File: src/design/blac_pkg.sv
// ----------------------------------------------------------------------------
// blac_pkg
// Shared types and constants for the bigram line absence counter: table
// size, queue depth and the command word passed from front to back.
// ----------------------------------------------------------------------------
package blac_pkg;

	// table geometry
	localparam int MAX_ENTRIES = 32;
	localparam int IDX_W       = (MAX_ENTRIES > 1) ? $clog2(MAX_ENTRIES) : 1;
	localparam int CNT_W       = $clog2(MAX_ENTRIES + 1);

	// field widths
	localparam int CFG_W   = 7;
	localparam int SLOT_W  = 6;
	localparam int PAIR_W  = 16;
	localparam int BYTE_W  = 8;
	localparam int COUNT_W = 32;

	// register reset value
	localparam logic [CFG_W-1:0] ENTRIES_RESET = 7'd32;

	// command queue
	localparam int QUEUE_DEPTH = 4;
	localparam int QPTR_W      = $clog2(QUEUE_DEPTH);
	localparam int QCNT_W      = $clog2(QUEUE_DEPTH + 1);

	// command word: a table load or one classified text byte
	typedef struct packed {
		logic              is_load;
		logic [IDX_W-1:0]  slot;
		logic [PAIR_W-1:0] pair;     // load value or adjacent byte pair
		logic              pair_ok;  // pair holds two bytes of the line
		logic              eol;
	} cmd_t;

	// back-end sequencer states
	typedef enum logic [1:0] {
		ST_RUN    = 2'b01,
		ST_REPORT = 2'b10
	} back_state_t;

endpackage

File: src/design/blac_queue.sv
// ----------------------------------------------------------------------------
// blac_queue
// Small command queue between the front and back ends so that each side
// can stall on its own.
// ----------------------------------------------------------------------------
module blac_queue (
	input  logic          clk,
	input  logic          arst_n,
	input  logic          push,
	input  blac_pkg::cmd_t push_cmd,
	output logic          full,
	input  logic          pop,
	output blac_pkg::cmd_t pop_cmd,
	output logic          not_empty
);
	import blac_pkg::*;

	cmd_t              slots_q [QUEUE_DEPTH];
	logic [QPTR_W-1:0] wr_ptr_q;
	logic [QPTR_W-1:0] rd_ptr_q;
	logic [QCNT_W-1:0] count_q;
	logic              do_push;
	logic              do_pop;

	assign full      = (count_q == QCNT_W'(QUEUE_DEPTH));
	assign not_empty = (count_q != '0);
	assign do_push   = push && !full;
	assign do_pop    = pop && not_empty;
	assign pop_cmd   = slots_q[rd_ptr_q];

	// storage
	always_ff @(posedge clk) begin
		if (do_push) begin
			slots_q[wr_ptr_q] <= push_cmd;
		end
	end

	// pointers and fill level
	always_ff @(posedge clk or negedge arst_n) begin
		if (!arst_n) begin
			wr_ptr_q <= '0;
			rd_ptr_q <= '0;
			count_q  <= '0;
		end else begin
			if (do_push) begin
				wr_ptr_q <= wr_ptr_q + 1'b1;
			end
			if (do_pop) begin
				rd_ptr_q <= rd_ptr_q + 1'b1;
			end
			if (do_push && !do_pop) begin
				count_q <= count_q + 1'b1;
			end else if (!do_push && do_pop) begin
				count_q <= count_q - 1'b1;
			end
		end
	end

endmodule

File: src/design/blac_front.sv
// ----------------------------------------------------------------------------
// blac_front
// Input side: accepts words, drops loads to slots outside the table, and
// pairs each text byte with the previous byte of the same line.
// ----------------------------------------------------------------------------
module blac_front (
	input  logic                         clk,
	input  logic                         arst_n,
	input  logic                         in_valid,
	output logic                         in_stall,
	input  logic                         mode,
	input  logic [blac_pkg::SLOT_W-1:0]  entry_index,
	input  logic [blac_pkg::PAIR_W-1:0]  bigram_value,
	input  logic [blac_pkg::BYTE_W-1:0]  text_byte,
	input  logic                         end_of_line,
	output logic                         push,
	output blac_pkg::cmd_t               push_cmd,
	input  logic                         full
);
	import blac_pkg::*;

	logic [BYTE_W-1:0] prev_byte_q;
	logic              have_prev_q;
	logic              accept;
	logic              slot_ok;

	assign in_stall = full;
	assign accept   = in_valid && !in_stall;
	assign slot_ok  = ({1'b0, entry_index} < (SLOT_W + 1)'(MAX_ENTRIES));

	// classify the word; out-of-table loads are dropped here
	always_comb begin
		push_cmd         = '0;
		push_cmd.is_load = !mode;
		push_cmd.slot    = IDX_W'(entry_index);
		push_cmd.eol     = mode && end_of_line;
		push_cmd.pair_ok = mode && have_prev_q;
		push_cmd.pair    = mode ? {prev_byte_q, text_byte} : bigram_value;
		push             = accept && (mode || slot_ok);
	end

	// previous byte of the current line
	always_ff @(posedge clk or negedge arst_n) begin
		if (!arst_n) begin
			prev_byte_q <= '0;
			have_prev_q <= 1'b0;
		end else if (accept && mode) begin
			prev_byte_q <= end_of_line ? '0 : text_byte;
			have_prev_q <= !end_of_line;
		end
	end

endmodule

File: src/design/blac_back.sv
// ----------------------------------------------------------------------------
// blac_back
// Execution side: holds the bigram table, seen marks and absence counters,
// matches pairs against every slot in use at once, and walks those slots
// at the end of each line to emit one report per slot.
// ----------------------------------------------------------------------------
module blac_back (
	input  logic                          clk,
	input  logic                          arst_n,
	input  logic                          cfg_wr_en,
	input  logic [blac_pkg::CFG_W-1:0]    cfg_wr_data,
	input  logic                          cmd_valid,
	input  blac_pkg::cmd_t                cmd,
	output logic                          cmd_pop,
	output logic                          out_valid,
	input  logic                          out_stall,
	output logic [blac_pkg::SLOT_W-1:0]   report_entry,
	output logic [blac_pkg::COUNT_W-1:0]  report_line,
	output logic                          bigram_present,
	output logic [blac_pkg::COUNT_W-1:0]  absent_count,
	output logic                          last_report
);
	import blac_pkg::*;

	localparam logic [COUNT_W-1:0] SAT = '1;

	back_state_t        state_q;
	logic [CFG_W-1:0]   entries_q;
	logic [PAIR_W-1:0]  pairs_q [MAX_ENTRIES];
	logic [MAX_ENTRIES-1:0] seen_q;
	logic [COUNT_W-1:0] absent_q [MAX_ENTRIES];
	logic [COUNT_W-1:0] line_q;
	logic [IDX_W-1:0]   idx_q;
	logic               out_valid_q;

	logic [CNT_W-1:0]   n_act;
	logic [IDX_W-1:0]   last_idx;
	logic               out_free;
	logic               rep_step;
	logic               rep_last;
	logic [COUNT_W-1:0] cur_cnt;
	logic [COUNT_W-1:0] next_cnt;
	logic [MAX_ENTRIES-1:0] hit;

	// slots in use, clamped to 1..MAX_ENTRIES
	always_comb begin
		if (entries_q == '0) begin
			n_act = CNT_W'(1);
		end else if (entries_q > CFG_W'(MAX_ENTRIES)) begin
			n_act = CNT_W'(MAX_ENTRIES);
		end else begin
			n_act = CNT_W'(entries_q);
		end
	end
	assign last_idx = IDX_W'(n_act - 1'b1);

	// entries_in_use register
	always_ff @(posedge clk or negedge arst_n) begin
		if (!arst_n) begin
			entries_q <= ENTRIES_RESET;
		end else if (cfg_wr_en) begin
			entries_q <= cfg_wr_data;
		end
	end

	assign out_free = !out_valid_q || !out_stall;
	assign cmd_pop  = cmd_valid && (state_q == ST_RUN);
	assign rep_step = (state_q == ST_REPORT) && out_free;
	assign rep_last = (idx_q == last_idx);

	// per-slot compare against the incoming pair
	always_comb begin
		for (int k = 0; k < MAX_ENTRIES; k++) begin
			hit[k] = (CNT_W'(k) < n_act) && (pairs_q[k] == cmd.pair);
		end
	end

	// saturating count for the slot being reported
	assign cur_cnt  = absent_q[idx_q];
	assign next_cnt = (!seen_q[idx_q] && cur_cnt != SAT) ? cur_cnt + 1'b1 : cur_cnt;

	// bigram table, no reset
	always_ff @(posedge clk) begin
		if (cmd_pop && cmd.is_load) begin
			pairs_q[cmd.slot] <= cmd.pair;
		end
	end

	// sequencer, seen marks, counters
	always_ff @(posedge clk or negedge arst_n) begin
		if (!arst_n) begin
			state_q <= ST_RUN;
			seen_q  <= '0;
			line_q  <= '0;
			idx_q   <= '0;
			for (int k = 0; k < MAX_ENTRIES; k++) begin
				absent_q[k] <= '0;
			end
		end else begin
			unique case (state_q)
				ST_RUN: begin
					if (cmd_pop) begin
						if (cmd.is_load) begin
							seen_q[cmd.slot]   <= 1'b0;
							absent_q[cmd.slot] <= '0;
						end else begin
							if (cmd.pair_ok) begin
								seen_q <= seen_q | hit;
							end
							if (cmd.eol) begin
								state_q <= ST_REPORT;
								idx_q   <= '0;
							end
						end
					end
				end
				ST_REPORT: begin
					if (rep_step) begin
						absent_q[idx_q] <= next_cnt;
						if (rep_last) begin
							seen_q  <= '0;
							state_q <= ST_RUN;
							if (line_q != SAT) begin
								line_q <= line_q + 1'b1;
							end
						end else begin
							idx_q <= idx_q + 1'b1;
						end
					end
				end
				default: begin
					state_q <= ST_RUN;
				end
			endcase
		end
	end

	// output register
	always_ff @(posedge clk or negedge arst_n) begin
		if (!arst_n) begin
			out_valid_q <= 1'b0;
		end else if (out_free) begin
			out_valid_q <= rep_step;
		end
	end

	always_ff @(posedge clk) begin
		if (rep_step) begin
			report_entry   <= SLOT_W'(idx_q);
			report_line    <= line_q;
			bigram_present <= seen_q[idx_q];
			absent_count   <= next_cnt;
			last_report    <= rep_last;
		end
	end

	assign out_valid = out_valid_q;

	// end of a report pass leaves all marks clear and the sequencer running
	a_pass_end: assert property (@(posedge clk) disable iff (!arst_n)
		(rep_step && rep_last) |=> (seen_q == '0 && state_q == ST_RUN))
		else $error("report pass did not clear marks");

	// report walk stays inside the slots in use
	a_idx_range: assert property (@(posedge clk) disable iff (!arst_n)
		(state_q == ST_REPORT) |-> (idx_q <= last_idx))
		else $error("report index beyond slots in use");

	// no command is taken while a report pass runs
	a_no_pop: assert property (@(posedge clk) disable iff (!arst_n)
		(state_q == ST_REPORT) |-> !cmd_pop)
		else $error("command popped during report pass");

	// an absence count never exceeds the line index plus one
	a_count_bound: assert property (@(posedge clk) disable iff (!arst_n)
		out_valid_q |-> ({1'b0, absent_count} <= {1'b0, report_line} + 1'b1))
		else $error("absence count exceeds lines seen");

endmodule

File: src/design/bigram_line_absence_counter.sv
// ----------------------------------------------------------------------------
// bigram_line_absence_counter
// Tracks a table of byte bigrams and, per text line, reports for each slot
// in use whether the line held the bigram and how many lines lacked it.
// ----------------------------------------------------------------------------
//  channel | handshake            | word
//  --------+----------------------+------------------------------------------
//  in      | in_valid / in_stall  | mode, entry_index, bigram_value,
//          |                      | text_byte, end_of_line
//  out     | out_valid / out_stall| report_entry, report_line, bigram_present,
//          |                      | absent_count, last_report
//  cfg     | cfg_wr_en            | cfg_wr_data (entries_in_use)
//
// Loads and text bytes are taken one per cycle while the 4-word command
// queue has room; the back end executes one command per cycle outside a
// report pass. An end-of-line byte starts a report pass over the slots in
// use, one report per cycle through the output register while out_stall
// allows; the queue fills during the pass.
// Reset clears counters, marks and the line index at once; no sweep.
// out_stall holds the pass; in_stall rises only when the queue is full.
// ----------------------------------------------------------------------------
module bigram_line_absence_counter (
	input  logic                          clk,
	input  logic                          arst_n,
	input  logic                          cfg_wr_en,
	input  logic [blac_pkg::CFG_W-1:0]    cfg_wr_data,
	input  logic                          in_valid,
	output logic                          in_stall,
	input  logic                          mode,
	input  logic [blac_pkg::SLOT_W-1:0]   entry_index,
	input  logic [blac_pkg::PAIR_W-1:0]   bigram_value,
	input  logic [blac_pkg::BYTE_W-1:0]   text_byte,
	input  logic                          end_of_line,
	output logic                          out_valid,
	input  logic                          out_stall,
	output logic [blac_pkg::SLOT_W-1:0]   report_entry,
	output logic [blac_pkg::COUNT_W-1:0]  report_line,
	output logic                          bigram_present,
	output logic [blac_pkg::COUNT_W-1:0]  absent_count,
	output logic                          last_report
);
	import blac_pkg::*;

	cmd_t push_cmd;
	cmd_t pop_cmd;
	logic push;
	logic full;
	logic pop;
	logic not_empty;

	// front end: accept and classify
	blac_front u_front (
		.clk          (clk),
		.arst_n       (arst_n),
		.in_valid     (in_valid),
		.in_stall     (in_stall),
		.mode         (mode),
		.entry_index  (entry_index),
		.bigram_value (bigram_value),
		.text_byte    (text_byte),
		.end_of_line  (end_of_line),
		.push         (push),
		.push_cmd     (push_cmd),
		.full         (full)
	);

	// command queue
	blac_queue u_queue (
		.clk       (clk),
		.arst_n    (arst_n),
		.push      (push),
		.push_cmd  (push_cmd),
		.full      (full),
		.pop       (pop),
		.pop_cmd   (pop_cmd),
		.not_empty (not_empty)
	);

	// back end: match, count, report
	blac_back u_back (
		.clk            (clk),
		.arst_n         (arst_n),
		.cfg_wr_en      (cfg_wr_en),
		.cfg_wr_data    (cfg_wr_data),
		.cmd_valid      (not_empty),
		.cmd            (pop_cmd),
		.cmd_pop        (pop),
		.out_valid      (out_valid),
		.out_stall      (out_stall),
		.report_entry   (report_entry),
		.report_line    (report_line),
		.bigram_present (bigram_present),
		.absent_count   (absent_count),
		.last_report    (last_report)
	);

endmodule

File: config.mk
export PLATFORM = sky130hd
export DESIGN_NAME = bigram_line_absence_counter
export DESIGN_NICKNAME = d
export VERILOG_FILES = /design/src/design/blac_pkg.sv /design/src/design/blac_queue.sv /design/src/design/blac_front.sv /design/src/design/blac_back.sv /design/src/design/bigram_line_absence_counter.sv
export SDC_FILE = /design/constraint.sdc
export NUM_CORES = 2
export LEC_CHECK = 0
export BUFFER_PORTS_ARGS = -buffer_cell sky130_fd_sc_hd__buf_2
export CORE_MARGIN = 2
export CORE_UTILIZATION = 55
export DETAILED_ROUTE_END_ITERATION = 16
export PLACE_DENSITY = 0.74
export SLEW_MARGIN = 20
export SYNTH_ARGS = -nofsm -noshare
export SYNTH_HDL_FRONTEND = slang
export SYNTH_SLANG_ARGS = --single-unit
File: constraint.sdc
create_clock -name clk -period 5.38 [get_ports clk]
set_input_delay 0.269 -clock clk [delete_from_list [all_inputs] [get_ports clk]]
set_output_delay 0.269 -clock clk [all_outputs]
set_load 0.05 [all_outputs]
==> metrics.md <==
| Metric | Value |
|---|---|
| Dominant synthesized flop cell | `dfrtp_1` |
| Crit start category | `flip-flop` |
| Core box area | `142000 um2` |
| Largest net degree at the start of global routing | `178` |
| Register area share after synthesis | `61.4%` |
| Routability congestion estimate | `1.00` |
| Crit end category | `flip-flop` |
| Number of global-route vias before repair | `57415` |
| Core Rows | `approximately 140` |
| Total track usage | `34.9%` |
| Outcome | `completed` |
| Critical path class | `flip-flop to flip-flop` |
| CTS max path bufs | `3` |
| Total number of H-tree levels | `4` |
| Post-synth top area share | `35.5%` |
| EDFF count, synth | `679` |
| Ports | `118` |
| Effective utilization at floorplan | `a little under three fifths` |
| Cell area after synthesis | `78800 um2` |
| Slew at the pin closest to its max-slew limit | `1230 ps` |
| Worst path arrival time | `5800 ps` |
| Syn_nets | `6759` |
| Max Fclk | `195 MHz` |
| Number of max-cap violations | `0` |
| Die ar. | `146000 um2` |
| Final Hold Vio Count | `0` |
| Mapped Cells | `6699` |
| CTS tree | `built` |
| Drt initial violations | `slightly above 8000` |
| Post_cts resized | `0` |
| Largest area contributor in the netlist | `dfrtp_1` |
| Die H | `approximately 380 um` |
| Clock Skews | `45.0 ps` |
| Synth Register Bits | `1798` |
| Post-synth ARST share | `62.2%` |
| Average via count per standard cell | `6.58` |
| Initial antenna violation count | `8` |
| Fin util | `a little under two thirds` |
| WL final | `between 200 and 300 mm` |
| Hold Crit Class | `primary input to flip-flop` |
| Area delta synth->final | `14.3%` |
| Layout cells sized above 1 | `12.9%` |
| Residual DRC | `0` |
| Routed Antenna Nets | `0` |
| First-pass GRT wire length | `377 mm` |
| Mean Syn Cell Area | `around 12 um2` |
| Clk_lat worst skew | `840 ps` |
| Synth warn | `0` |
| RSZ-0062 raised after global routing | `false` |
| Ranking of synthesized cells by area | `dfrtp_1 35%, edfxtp_1 26%, mux2i_1 6.8%, o21ai_0 4.9%, nand2_1 4.7%` |
| Unique masters post-synth | `78` |
| Grt ovf | `0` |
| TritonCTS Sinks | `1798` |
| Die X | `382 um` |
| Nets | `slightly below 7000` |
| CTS root buffer | `clkbuf_16` |
| Data required, critical path | `6040 ps` |
| Per-cell routed wire length | `28.8 um` |
| Drt first pass iters | `6` |
| Period utilization | `95.5%` |
| Clock transition at path regs | `~60 ps` |
| IO buf count | `approximately 120` |
| Total clock buffers created by CTS | `182` |
| Post-CTS Setup Repair Bufs | `0` |
| CTS Hold Buffers Added | `between 50 and 60` |
| Post-DP HPWL | `149 mm` |
| Leak | `0.0339 uW` |
| Final setup violation count | `0` |
| Via Count | `58633` |
| Max Slew Vio Count | `0` |
| P per Cell Area | `437 nW/um2` |
| Tmin final | `5140 ps` |
| Slew HR | `17.6%` |
| Setup TNS | `0 ps` |
| VDD IR-drop max | `374 uV` |
| Crit Path Max Fanout | `36` |
[report_power, final]
part	switching, uW	leakage [uW]	total [uW]	internal [uW]
Clock	5580	0.00318	13500	7970
Combinational	6950	0.00899	9890	2940
Sequential	286	0.0217	15900	15600
[per-layer routing]
metal	routed length, um	GRT usage [%]	up-vias
li1	-	-	24315
met1	94000	45.1	28990
met2	113000	52.1	4263
met3	31800	10.6	1058
met4	17600	20.5	7
met5	59	0	-
[placed cells by master (no fill, tap or decap), drive strengths merged, types with 54 or more instances in the layout]
master	netlist	final
dfrtp	1117	1117
nand2	981	981
o21ai	909	909
edfxtp	679	679
mux2i	533	533
buf	173	440
xnor2	336	336
o22ai	299	299
clkbuf	362	254
xor2	242	242
nor2	199	199
nor4	131	131
a22o	128	128
nand4	100	100
a21oi	79	79
dlygate4sd3	0	56
clkinv	2	54
[critical path: stages, from the launching register on]
cell      delay [ps]
dfrtp_4          610
buf_12           300
buf_4            300
mux2i_1          270
o22ai_1          120
nor4_1           740
nand2_2          290
ha_1             300
buf_4            150
and3_1           460
a311oi_1         720
xnor2_4          380
o21ai_0          250
[metrics by stage]
step                      instances  total power (uW)  hold WS, ps  instance area (um2)  setup WS [ps]
after floorplan                6699             22200        -26.6                78800           1090
after global placement         8493             25600          422                82900            294
after detailed placement       8493             25900          418                83000            441
after CTS                      8893             39300         40.5                90000            423
after global routing           8895             40500          103                90000            160
final                          8910             39300         74.9                90100            240
[final cells by class]
cell class / instances / area (um2)
Timing Repair Buffer: 496 / 4260
Clock buffer: 254 / 5230
Tap cell: 1890 / 2360
Antenna cell: 16 / 40.0
Clock inverter: 90 / 1280
Multi-Input combinational cell: 4320 / 28300
Inverter: 46 / 173
Fill cell: 10637 / 51800
Sequential cell: 1798 / 48400
[final timing paths]
| kind | from | to | slack (ps) | cells after the start |
|---|---|---|---|---|
| setup / recovery | u_back.idx_q[1] | u_back.absent_q[1004] | 240 | 12 |
| hold / removal | mode | u_queue.slots_q[3][23] | 70 | 2 |
| setup reg to reg | u_back.idx_q[1] | u_back.absent_q[1004] | 240 | 12 |
| hold reg to reg | u_front.have_prev_q | u_front.have_prev_q | 470 | 2 |
| max in group asynchronous | arst_n | u_queue.rd_ptr_q[0] | 3630 | 4 |
| min in group asynchronous | arst_n | u_back.absent_q[14] | 100 | 2 |
[cell usage after synthesis, drive strengths merged (7+ instances only)]
master / instances
and3: 13
nor2: 199
a31oi: 16
mux2i: 533
a22o: 128
xnor2: 336
nand4bb: 7
or3: 7
nor4: 131
a21oi: 79
xor2: 242
nand4: 100
clkbuf: 362
a2111oi: 9
inv: 44
and2: 17
a22oi: 33
ha: 15
and4: 7
nand2: 981
nand2b: 15
mux4: 23
nand3: 43
o22ai: 299
dfrtp: 1117
or4: 7
nor3: 39
a221o: 33
o22a: 17
buf: 173
edfxtp: 679
o21ai: 909
mux2: 26
[cells by family after synthesis]
family	after synthesis	share of synthesized area (%)
fa+ha+maj	16	0.264
simple gates	1592	9.02
buf+inv	581	3.31
flops	1798	61.4
compound gates	1551	11.7
other cells	1	0.00476
mux	582	7.80
xor+xnor	578	6.43
[flip-flops by register name, summed over array words and instances (netlist names), 2 cells and up]
signal and count:
u_back.absent_q 1024, u_back.pairs_q 512, u_queue.slots_q 96, u_back.absent_count 32
u_back.line_q 32, u_back.report_line 32, u_back.seen_q 32, u_front.prev_byte_q 8
u_back.entries_q 7, u_back.idx_q 5, u_back.report_entry 5, u_queue.count_q 3
u_back.state_q 2, u_queue.rd_ptr_q 2, u_queue.wr_ptr_q 2
Note: power is estimated with default switching activity, not from simulation.
